==> config.mk <==
export PLATFORM = sky130hd
export DESIGN_NAME = sacl_ctrl
export DESIGN_NICKNAME = d
export VERILOG_FILES = /design/src/hw/rtl/sacl_pkg.sv /design/src/hw/rtl/sacl_ctrl.sv
export SDC_FILE = /design/constraint.sdc
export NUM_CORES = 1
export LEC_CHECK = 0
export CORE_AREA = 2 2 39 41
export CTS_CLUSTER_SIZE = 25
export DETAILED_ROUTE_END_ITERATION = 10
export DIE_AREA = 0 0 41 43
export DONT_BUFFER_PORTS = 1
export PLACE_DENSITY = 0.3
export SETUP_SLACK_MARGIN = 0.15
export SKIP_CTS_REPAIR_TIMING = 1
export SLEW_MARGIN = 40
export SYNTH_ARGS = -nofsm -noshare
export SYNTH_HDL_FRONTEND = slang
export SYNTH_SLANG_ARGS = --single-unit
==> constraint.sdc <==
create_clock -name i_clk -period 1 [get_ports i_clk]
set_clock_uncertainty 0.1 [all_clocks]
set_input_delay 0.1 -clock i_clk [delete_from_list [all_inputs] [get_ports i_clk]]
set_output_delay 0.1 -clock i_clk [all_outputs]
set_load 0.1 [all_outputs]
==> src/hw/rtl/sacl_pkg.sv <==
// Shared types and constants for the set-associative cache lookup block.
`default_nettype none

package sacl_pkg;

    // Geometry defaults and fixed widths
    localparam int CACHE_BYTES_DEF = 16384;
    localparam int ADDR_BITS_DEF   = 26;
    localparam int ENTRY_BYTES     = 16;    // one tag entry per 16 bytes of capacity
    localparam int MAX_WAYS        = 16;    // one memory row holds this many ways
    localparam int LANE_W          = 4;     // log2(MAX_WAYS)
    localparam int TAG_W           = 16;
    localparam int SET_W           = 15;    // index_bits may be written up to 15
    localparam int ENTRY_FULL_W    = SET_W + LANE_W;
    localparam int SHIFT_W         = 5;     // offset_bits + index_bits reaches 22

    // Register field widths and reset values
    localparam int OFFSET_W = 3;
    localparam int INDEX_W  = 4;
    localparam int WAYS_W   = 3;
    localparam logic [OFFSET_W-1:0] OFFSET_RST = 3'd4;
    localparam logic [INDEX_W-1:0]  INDEX_RST  = 4'd10;
    localparam logic [WAYS_W-1:0]   WAYS_RST   = 3'd0;
    localparam logic [WAYS_W-1:0]   WAYS_LOG2_MAX = 3'd4;

    // Register indexes (paddr[3:2])
    localparam logic [1:0] REG_OFFSET = 2'd0;
    localparam logic [1:0] REG_INDEX  = 2'd1;
    localparam logic [1:0] REG_WAYS   = 2'd2;

    // Multiply-with-carry generator
    localparam logic [15:0] RNG_Z_MUL = 16'd36969;
    localparam logic [15:0] RNG_W_MUL = 16'd18000;
    localparam logic [31:0] RNG_Z_RST = 32'h0508_0902;
    localparam logic [31:0] RNG_W_RST = 32'hABAB_AB55;

    typedef struct packed {
        logic [OFFSET_W-1:0] offset_bits;
        logic [INDEX_W-1:0]  index_bits;
        logic [WAYS_W-1:0]   ways_log2;
    } t_cfg;

    // Controller to datapath
    typedef struct packed {
        logic load;     // capture input word
        logic rd_en;    // read set row
        logic commit;   // compare, fill on miss, load result
        logic clr_en;   // clearing pass write
    } t_cmd;

    // Datapath to controller
    typedef struct packed {
        logic clr_last;
    } t_stat;

    typedef enum logic [1:0] {
        ST_CLEAR,
        ST_IDLE,
        ST_READ,
        ST_CMP
    } t_state;

    // One memory row: valid bits and tags of MAX_WAYS entries
    typedef struct packed {
        logic [MAX_WAYS-1:0]            vld;
        logic [MAX_WAYS-1:0][TAG_W-1:0] tag;
    } t_row;

endpackage

`default_nettype wire

==> src/hw/rtl/sacl_ctrl.sv <==
// Controller state machine for the cache lookup: clear pass, read, compare.
`default_nettype none

module sacl_ctrl
    import sacl_pkg::*;
(
    input  wire logic  i_clk,
    input  wire logic  i_rst_n,
    input  wire logic  i_s_tvalid,
    output logic       o_s_tready,
    output logic       o_m_tvalid,
    input  wire logic  i_m_tready,
    output t_cmd       o_cmd,
    input  wire t_stat i_stat
);

    t_state r_state, n_state;
    logic   r_out_valid, n_out_valid;
    logic   go;

    // Result slot is free or drains this cycle
    assign go = !r_out_valid || i_m_tready;

    // State register
    always_ff @(posedge i_clk) begin
        if (!i_rst_n) begin
            r_state     <= ST_CLEAR;
            r_out_valid <= 1'b0;
        end else begin
            r_state     <= n_state;
            r_out_valid <= n_out_valid;
        end
    end

    // Next state
    always_comb begin
        n_state = r_state;
        case (r_state)
            ST_CLEAR: begin
                if (i_stat.clr_last) n_state = ST_IDLE;
            end
            ST_IDLE: begin
                if (i_s_tvalid) n_state = ST_READ;
            end
            ST_READ: begin
                n_state = ST_CMP;
            end
            ST_CMP: begin
                if (go) n_state = i_s_tvalid ? ST_READ : ST_IDLE;
            end
            default: begin
                n_state = ST_CLEAR;
            end
        endcase
    end

    // Outputs and commands
    always_comb begin
        o_s_tready   = 1'b0;
        o_cmd        = '0;
        case (r_state)
            ST_CLEAR: begin
                o_cmd.clr_en = 1'b1;
            end
            ST_IDLE: begin
                o_s_tready = 1'b1;
            end
            ST_READ: begin
                o_cmd.rd_en = 1'b1;
            end
            ST_CMP: begin
                o_s_tready   = go;
                o_cmd.commit = go;
            end
            default: begin
                o_s_tready = 1'b0;
            end
        endcase
        o_cmd.load = i_s_tvalid && o_s_tready;
    end

    // Result valid flag
    always_comb begin
        if (o_cmd.commit) n_out_valid = 1'b1;
        else if (i_m_tready) n_out_valid = 1'b0;
        else n_out_valid = r_out_valid;
    end

    assign o_m_tvalid = r_out_valid;

    // A pending result word is never overwritten
    ap_no_overwrite: assert property (@(posedge i_clk) disable iff (!i_rst_n)
        (r_out_valid && !i_m_tready) |-> !o_cmd.commit)
        else $error("result overwritten while stalled");

    // An accepted word always goes to the row read next
    ap_load_read: assert property (@(posedge i_clk) disable iff (!i_rst_n)
        o_cmd.load |=> (r_state == ST_READ))
        else $error("accepted word not followed by a read");

    // A row read is always followed by the compare stage
    ap_read_cmp: assert property (@(posedge i_clk) disable iff (!i_rst_n)
        (r_state == ST_READ) |=> (r_state == ST_CMP))
        else $error("read not followed by compare");

    // Result valid only rises after a commit
    ap_valid_src: assert property (@(posedge i_clk) disable iff (!i_rst_n)
        $rose(r_out_valid) |-> $past(o_cmd.commit))
        else $error("result valid without commit");

endmodule

`default_nettype wire

== Word-level counts from Yosys, hierarchy flattened ==
Cells that the tools add are included.

* Input port bits: 5
* Register bits after elaboration: 3
* Output and inout bits: 6

* Muxes and demuxes: 11
* Reduce and logical (&&, ||, !) cells: 6
* Equality and inequality tests: 6

{| class="wikitable"
|+ Operators with widths
! operator !! count
|-
| $mux W2 || 4
|-
| $pmux W2 S4 || 1
|-
| $ne A2 B2 Y1 const B || 3
|-
| $mux W1 || 5
|-
| $eq A2 B2 Y1 const B || 2
|-
| $reduce_and A3 Y1 || 1
|-
| $eq A2 B1 Y1 const B || 1
|-
| $logic_not A2 Y1 || 1
|-
| $pmux W1 S2 || 1
|-
| $reduce_bool A2 Y1 || 1
|-
| $logic_and A1 B1 Y1 || 1
|-
| $logic_not A1 Y1 || 1
|-
| $logic_or A1 B1 Y1 || 1
|}

== Longest topological paths before layout ==
Gate-level depths: netlist (run 1).

* Depth after elaboration: 4
* Mapped depth: 4
* Depth with buffers taken out: 2

== Worst setup path after synthesis (run 1) ==
OpenSTA, ideal clock, no wires.

* Path kind: register to output
* Start point: register r_state[1]
* End point: output port o_cmd[2] (netlist name)
* Buffers on the path: 0
* Arrival: 1.761 ns
* Data required time: 0.800 ns
* Cell stages (with the launch flop): 2
* Setup slack: -0.961 ns
* Cell sequence: dfxtp_1 > nor2b_1

{| class="wikitable"
|+ RTL lines
! what !! RTL line !! text
|-
| start: declaration || sacl_ctrl.sv:17 || <nowiki>t_state r_state, n_state;</nowiki>
|-
| start signal: assignment || sacl_ctrl.sv:30 || <nowiki>r_state <= n_state;</nowiki>
|-
| end: declaration || sacl_ctrl.sv:13 || <nowiki>output t_cmd o_cmd,</nowiki>
|}

==> impl_metrics.csv, run 1 <==
group,metric,value,unit
outcome,status,"finished with violations",
outcome,violations,"hold timing, setup timing",
min_path,hold_depth,2,
floorplan,start_util,0.121,
timing,period_share,1.23,
min_path,hp-class,"primary input to register",
timing,drv_slew,0,
timing,hold_slack,-23.5,ps
drt,num_vias,180,
timing,fin_tns_setup,-1070,ps
synth,netlist_area,168,sq um
cts,tritoncts,"built",
critical_path,slowest_stage,"dfxtp_4",
grt,gr-total-overflow,0,
grt,grt_max_degree,6,
floorplan,num_io_pins,11,
grt,grt_first_pass_wirelength,752,microns
grt,antenna_found_initial,0,
power,p_total,0.599,mW
drt,drc,0,
cts,clk_pin_slew,40,ps
synth,avgSynthCellArea,9.31,sq um
timing,rsz0062_at_grt,"yes",
timing,hold_viol,2,
min_path,hold-path-endpoint,"o_m_tvalid",
critical_path,r2r_slack,20,ps
timing,fin_crit,1230,ps
critical_path,crit_family,"flip-flops",
drt,drt-initial-drc-count,0,
synth,synth.distinct_cells,14,
cells_and_area,areaGrowthSynthToFinish,144,%
run,maxCapViolCount,0,
drt,antenna_left,0,
floorplan,rows,14,
critical_path,critPathKind,"register to output pin",
cts,clock-sinks,3,
critical_path,cp-start-kind,"register",
timing,setup_viol,6,
timing,max_freq,812,MHz
critical_path,r2r-end,"r_state[0]",
cells_and_area,fin_nets,38,
power,p_leak,0.193,nW
drt,wirelength,456,microns
place,dp_hpwl,372,microns
critical_path,crit_arrival,1030,ps
drt,wl_per_cell,9.50,microns
power,power.density,1460,nW/um^2
cells_and_area,final_area,409,sq um
timing,timing.final.ws_setup,-232,ps
synth,synth_cells,18,
critical_path,path_max_fanout,5,
floorplan,die_y,43,microns
place,globalplace.congestion,0.664,
place,place_area,333,sq um
critical_path,crit_required,800,ps
cts,cts_made_buffers,3,
synth,synth_warnings,0,
drt,first_pass_iters,1,
min_path,worstHoldStart,"i_m_tready",
critical_path,worstPathCellList,"nand3b_4 > and3_4 > buf_12",
cells_and_area,fin_util,0.296,
synth,synth.net_count,23,
cells_and_area,fillerInstances,144,
power,irDropWorstVdd,0.535,mV
cts,ctsHtreeMaxLevel,1,
place,port_buffers,0,
timing,max_slew_margin,0.806,
critical_path,path_buf_inv,1,
cts,clock_tree.root_cell,"clkbuf_4",
timing,worst_pin_slew,293,ps
grt,grt_usage,0.0702,
synth,synth-seq-area-share,0.358,
drt,vias_per_cell,3.75,
critical_path,reg2reg_from,"r_state[0]",
grt,grt_pass1_vias,195,
cts,clk_path_buf_depth,2,
critical_path,crit_path_end_kind,"output pin",
cells_and_area,drive_gt1_frac,0.750,
synth,synth_seq_cells,3,
critical_path,critPathMaxStageDelay,360,ps
cts,worstSkewPairLatency,230,ps
floorplan,core,1380,sq um
critical_path,worstRegToRegCells,3,
floorplan,dieArea,1760,sq um
cells_and_area,n_antenna_cell,0,
floorplan,die-width,41,microns
==> cell usage after synthesis <==
library cell  count  area [sq um]
nor2b_1           2          12.5
nand3b_2          1          11.3
a21boi_1          2          15.0
nand2b_1          1          6.26
and2_1            1          6.26
buf_6             1          11.3
o31ai_1           1          7.51
mux2i_1           1          10.0
a31oi_1           1          6.26
buf_4             1          7.51
nor2_1            1          3.75
nand2_1           1          3.75
dfxtp_1           3          60.1
and3_1            1          6.26
==> where the power goes <==
group          switching [mW]  total [mW]  internal (mW)
clock                  0.0572       0.206          0.149
combinational           0.154       0.253         0.0991
sequential             0.0134       0.139          0.126
==> cells by family (layout without fill, tap and decap cells) <==
| group | after synthesis | after routing | share of synthesized area |
|---|---|---|---|
| flip-flops | 3 | 3 | 0.358 |
| buffers and inverters | 2 | 16 | 0.112 |
| AO/OA/AOI/OAI | 4 | 4 | 0.172 |
| multiplexers | 1 | 1 | 0.0597 |
| AND/OR/NAND/NOR | 8 | 8 | 0.299 |
==> registers in the layout, indices dropped and copies added, names as in the netlist <==
signal / count
o_m_tvalid: 1
r_state: 2
==> metrics by stage <==
stage / worst slack [ps] / cells
6_report: -232 / 48
5_1_grt: -288 / 48
4_1_cts: -298 / 45
3_5_place_dp: -42.5 / 41
3_3_place_gp: -41.1 / 41
2_1_floorplan: -138 / 18
==> cell usage in the layout (no fill, tap or decap) <==
cell type	count
buf_12	4
clkbuf_4	3
dfxtp_4	3
buf_4	3
buf_6	3
nor2b_4	2
a21boi_1	2
dlygate4sd3_1	2
nand2_2	1
nand2b_1	1
nand3b_4	1
and2_4	1
nor2_4	1
and3_4	1
mux2i_1	1
o31ai_2	1
a31oi_1	1
clkbuf_1	1
==> per-layer routing <==
metal / up-vias / track usage / part of all wire / wire length, microns
met5: - / 0 / 0 / 0
met4: 0 / 0.100 / 0.022 / 10
met3: 2 / 0.0314 / 0.081 / 37
met2: 8 / 0.0938 / 0.53 / 240
met1: 81 / 0.0609 / 0.37 / 167
li1: 89 / - / - / -
==> worst max-delay path by stage <==
stage          slack (ps)  depth (start not counted)        from        to
2_1_floorplan        -140                          2  o_m_tvalid  o_cmd[3]
3_3_place_gp          -40                          3  r_state[0]  o_cmd[1]
3_5_place_dp          -40                          3  r_state[0]  o_cmd[1]
4_1_cts              -300                          3  r_state[0]  o_cmd[1]
5_1_grt              -290                          3  r_state[1]  o_cmd[3]
6_report             -230                          3  r_state[1]  o_cmd[3]
==> layout make-up <==
| cell class | instances | area (sq um) | share of cell area |
|---|---|---|---|
| repair buffers | 12 | 156 | 0.382 |
| multi-input cells | 13 | 135 | 0.330 |
| well taps | 16 | 20.0 | 0.0489 |
| clock buffers | 4 | 26.3 | 0.0642 |
| flip-flops and latches | 3 | 71.3 | 0.174 |
Note: power is estimated with default switching activity, not from simulation.
==> inputs of run 2 (changes only) <==
CORE_AREA = 3 3 40 42   (was 2 2 39 41)
DIE_AREA = 0 0 43 45   (was 0 0 41 43)
SETUP_SLACK_MARGIN = default   (was 0.15)
==> impl_metrics.csv, run 2 (synthesis results as in run 1) <==
group,metric,value,unit
outcome,status,"finished with violations",
outcome,violations,"hold timing, setup timing",
critical_path,slowest_stage,"dfxtp_4",
power,p_comb_frac,0.421,
floorplan,core,1280,sq um
cells_and_area,final_cells,46,
floorplan,dieArea,1940,sq um
cts,worstSkewPairLatency,230,ps
cells_and_area,areaGrowthSynthToFinish,142,%
cells_and_area,largest_reg_flops,2,
timing,setup_viol,6,
timing,hold_slack,-28.6,ps
critical_path,critPathMaxStageDelay,370,ps
cells_and_area,final_area,405,sq um
critical_path,crit_family,"flip-flops",
power,intPower,0.378,mW
drt,wirelength,451,microns
floorplan,die_y,45,microns
cells_and_area,drive_gt1_frac,0.677,
cts,clock_tree.root_cell,"clkbuf_4",
place,dp_hpwl,337,microns
power,clkPwrFrac,0.349,
drt,num_vias,167,
min_path,hp-class,"primary input to register",
timing,timing.final.ws_setup,-240,ps
power,irDropWorstVdd,0.406,mV
timing,fin_crit,1240,ps
critical_path,crit_arrival,1040,ps
drt,vias_per_cell,3.63,
grt,gr-total-overflow,0,
floorplan,num_io_pins,11,
grt,grt_first_pass_wirelength,634,microns
timing,rsz0062_at_grt,"yes",
critical_path,path_max_fanout,6,
cells_and_area,n_antenna_cell,0,
power,power.switching,0.228,mW
power,sequentialPowerShare,0.231,
place,placedCellCount,39,
drt,first_pass_iters,2,
cells_and_area,fin_util,0.315,
critical_path,crit_required,800,ps
cells_and_area,final_common_cell,"buf_12",
critical_path,path_buf_inv,1,
place,dp_slack,-78.8,ps
grt,antenna_found_initial,0,
grt,grt_pass1_vias,171,
drt,antenna_left,0,
drt,drc,0,
timing,period_share,1.24,
drt,wl_per_cell,9.80,microns
cts,clock-sinks,3,
critical_path,reg2reg_from,"r_state[0]",
floorplan,rows,13,
grt,grt_usage,0.0499,
cts,ctsHtreeMaxLevel,1,
critical_path,startpoint,"r_state[1]",
critical_path,cp-start-kind,"register",
cts,clk_pin_slew,40,ps
power,p_leak,0.191,nW
drt,drt-initial-drc-count,1,
cells_and_area,regMostFlops,"r_state",
cts,clk_path_buf_depth,2,
critical_path,crit_path_end_kind,"output pin",
cts,tritoncts,"built",
cells_and_area,mostFrequentLayoutCells,"buf_12 (5), clkbuf_4 (3), dfxtp_4 (3), buf_6 (3)",
min_path,worstHoldStart,"i_s_tvalid",
place,port_buffers,0,
critical_path,critPathKind,"register to output pin",
grt,grt_max_degree,8,
power,power_switching_share,0.377,
place,place_area,324,sq um
cells_and_area,fin_nets,37,
run,maxCapViolCount,0,
timing,worst_pin_slew,293,ps
place,globalplace.congestion,0.640,
timing,drv_slew,0,
timing,max_slew_margin,0.806,
timing,hold_viol,3,
floorplan,die-width,43,microns
power,power.density,1500,nW/um^2
cts,cts_made_buffers,3,
timing,max_freq,807,MHz
critical_path,worstPathCellList,"nand3b_4 > and3_4 > buf_12",
floorplan,start_util,0.130,
-- run 2: cell types whose count changed in the layout (fill, tap and decap cells not counted) --
cell / before / now
buf_12: 4 / 5
buf_4: 3 / 1
nand2_1: 0 / 1
nand2_2: 1 / 0
o31ai_1: 0 / 1
o31ai_2: 1 / 0
-- run 2: metrics by stage --
stage	TNS [ps]	total power [mW]
2_1_floorplan	-592	0.313
3_3_place_gp	-137	0.371
3_5_place_dp	-137	0.372
4_1_cts	-1480	0.597
5_1_grt	-1450	0.638
6_report	-1110	0.606
-- run 2: layout make-up --
class                           instances  area, sq um
Fill cell                             139          880
Timing Repair Buffer                   11          161
Multi-Input combinational cell         13          128
Sequential cell                         3         71.3
Clock buffer                            4         26.3
Tap cell                               15         18.8
-- run 2: power groups by stage --
| stage | sequential, mW | combinational, mW | clock, mW |
|---|---|---|---|
| after floorplan | 0.143 | 0.170 | 0 |
| after global placement | 0.140 | 0.231 | 0 |
| after detailed placement | 0.140 | 0.232 | 0 |
| after CTS | 0.138 | 0.232 | 0.227 |
| after global routing | 0.142 | 0.264 | 0.232 |
| final | 0.140 | 0.255 | 0.211 |
-- run 2: path summary, 6_finish.rpt --
kind,to,slack [ps],depth (start not counted)
max,o_cmd[3],-240,3
max reg2reg,r_state[1],-10,4
min,r_state[1],-30,2
min reg2reg,r_state[0],390,1
-- run 2: per-layer routing --
| metal | up-vias | GRT usage | wire, microns |
|---|---|---|---|
| met5 | - | 0 | 0 |
| met4 | 0 | 0.0723 | 0 |
| met3 | 0 | 0.0279 | 40 |
| met2 | 6 | 0.0749 | 240 |
| met1 | 72 | 0.0385 | 171 |
| li1 | 89 | - | - |
==> inputs of run 3 (changes only) <==
CELL_PAD_IN_SITES_DETAIL_PLACEMENT = 1   (was default)
CELL_PAD_IN_SITES_GLOBAL_PLACEMENT = 2   (was default)
PLACE_DENSITY = 0.41   (was 0.3)
==> impl_metrics.csv, run 3 (synthesis results as in run 1) <==
group,metric,value,unit
grt,grt_usage,0.0616,
drt,wirelength,567,microns
place,globalplace.congestion,0.638,
cts,clk_path_buf_depth,2,
cells_and_area,mostFrequentLayoutCells,"buf_4 (6), buf_12 (4), clkbuf_4 (3), dlygate4sd3_1 (3), dfxtp_4 (3)",
critical_path,r2r-end,"r_state[0]",
power,irDropWorstVdd,0.385,mV
floorplan,rows,13,
cts,clk_pin_slew,40,ps
floorplan,core,1280,sq um
timing,rsz0062_at_grt,"yes",
timing,fin_tns_setup,-1190,ps
cts,clock-sinks,3,
cts,clock_tree.root_cell,"clkbuf_4",
cells_and_area,final_common_cell,"buf_4",
cts,cts_made_buffers,3,
floorplan,die-width,43,microns
critical_path,worstRegToRegCells,4,
power,power.density,1400,nW/um^2
place,place_area,339,sq um
cts,ctsHtreeMaxLevel,1,
grt,antenna_found_initial,0,
floorplan,num_io_pins,11,
grt,gr-total-overflow,0,
timing,worst_pin_slew,293,ps
drt,wl_per_cell,11.3,microns
cells_and_area,regMostFlops,"r_state",
cells_and_area,final_area,438,sq um
floorplan,start_util,0.130,
critical_path,crit_path_end_kind,"output pin",
place,dp_slack,-91.6,ps
grt,grt_first_pass_wirelength,890,microns
min_path,hold_depth,2,
cells_and_area,fin_nets,41,
grt,grt_max_degree,7,
cts,worstSkewPairLatency,230,ps
power,p_leak,0.207,nW
critical_path,critPathKind,"register to output pin",
critical_path,cp-start-kind,"register",
critical_path,r2r_slack,-70,ps
critical_path,worstPathCellList,"nand3b_4 > and3_4 > buf_12",
min_path,hold-path-endpoint,"o_m_tvalid",
timing,drv_slew,0,
drt,drc,0,
outcome,status,"finished with violations",
drt,vias_per_cell,3.84,
timing,setup_viol,8,
critical_path,reg2reg_from,"r_state[1]",
timing,max_slew_margin,0.806,
place,dp_hpwl,452,microns
critical_path,crit_required,800,ps
critical_path,slowest_stage,"dfxtp_4",
critical_path,critPathMaxStageDelay,350,ps
outcome,violations,"hold timing, setup timing",
drt,antenna_left,0,
cells_and_area,n_antenna_cell,0,
drt,num_vias,192,
timing,fin_crit,1230,ps
floorplan,dieArea,1940,sq um
critical_path,crit_arrival,1030,ps
cts,tritoncts,"built",
timing,period_share,1.23,
critical_path,path_max_fanout,4,
drt,first_pass_iters,1,
timing,hold_viol,1,
grt,grt_pass1_vias,195,
timing,hold_slack,-3.23,ps
min_path,worstHoldStart,"i_m_tready",
drt,drt-initial-drc-count,0,
cells_and_area,areaGrowthSynthToFinish,161,%
cells_and_area,drive_gt1_frac,0.743,
timing,timing.final.ws_setup,-230,ps
min_path,hp-class,"primary input to register",
place,placedCellCount,41,
timing,max_freq,813,MHz
place,port_buffers,0,
cells_and_area,largest_reg_flops,2,
run,maxCapViolCount,0,
cells_and_area,final_cells,50,
floorplan,die_y,45,microns
==> run 3: stage by stage <==
step	power, mW	util
floorplan	0.313	-
global placement	0.372	0.264
detailed placement	0.376	0.264
CTS	0.591	0.284
global route	0.650	0.341
finish	0.614	0.341
==> run 3: area by class of cell <==
| type | count | area, sq um |
|---|---|---|
| well taps | 15 | 18.8 |
| multi-input cells | 13 | 144 |
| repair buffers | 15 | 178 |
| flip-flops and latches | 3 | 71.3 |
| fillers | 145 | 847 |
| clock buffers | 4 | 26.3 |
==> run 3: how the worst max path moves through the flow <==
stage,start,endpoint,slack [ps],depth (start not counted)
after floorplan,o_m_tvalid,o_cmd[1],-140,3
after global placement,r_state[0],o_cmd[1],-90,3
after detailed placement,r_state[0],o_cmd[1],-90,3
after CTS,r_state[0],o_cmd[1],-350,3
after global routing,r_state[1],o_cmd[3],-270,3
final,r_state[1],o_cmd[3],-230,3
==> run 3: report_power, final <==
part / internal [mW] / switching (mW) / total, mW
Clock: 0.149 / 0.0563 / 0.205
Combinational: 0.108 / 0.162 / 0.269
Sequential: 0.126 / 0.0134 / 0.139
==> run 3: per-layer routing <==
layer	vias up	routed length, microns	part of all wire	GRT usage
met5	-	0	0	0
met4	0	0	0	0.0181
met3	0	58	0.10	0.0438
met2	8	320	0.56	0.102
met1	89	188	0.33	0.0625
li1	95	-	-	-
==> run 3: critical path, delay by kind of cell, from the launching register on <==
family,cells,cell delay (ps)
buf+inv,1,170
flops,1,350
simple gates,2,280
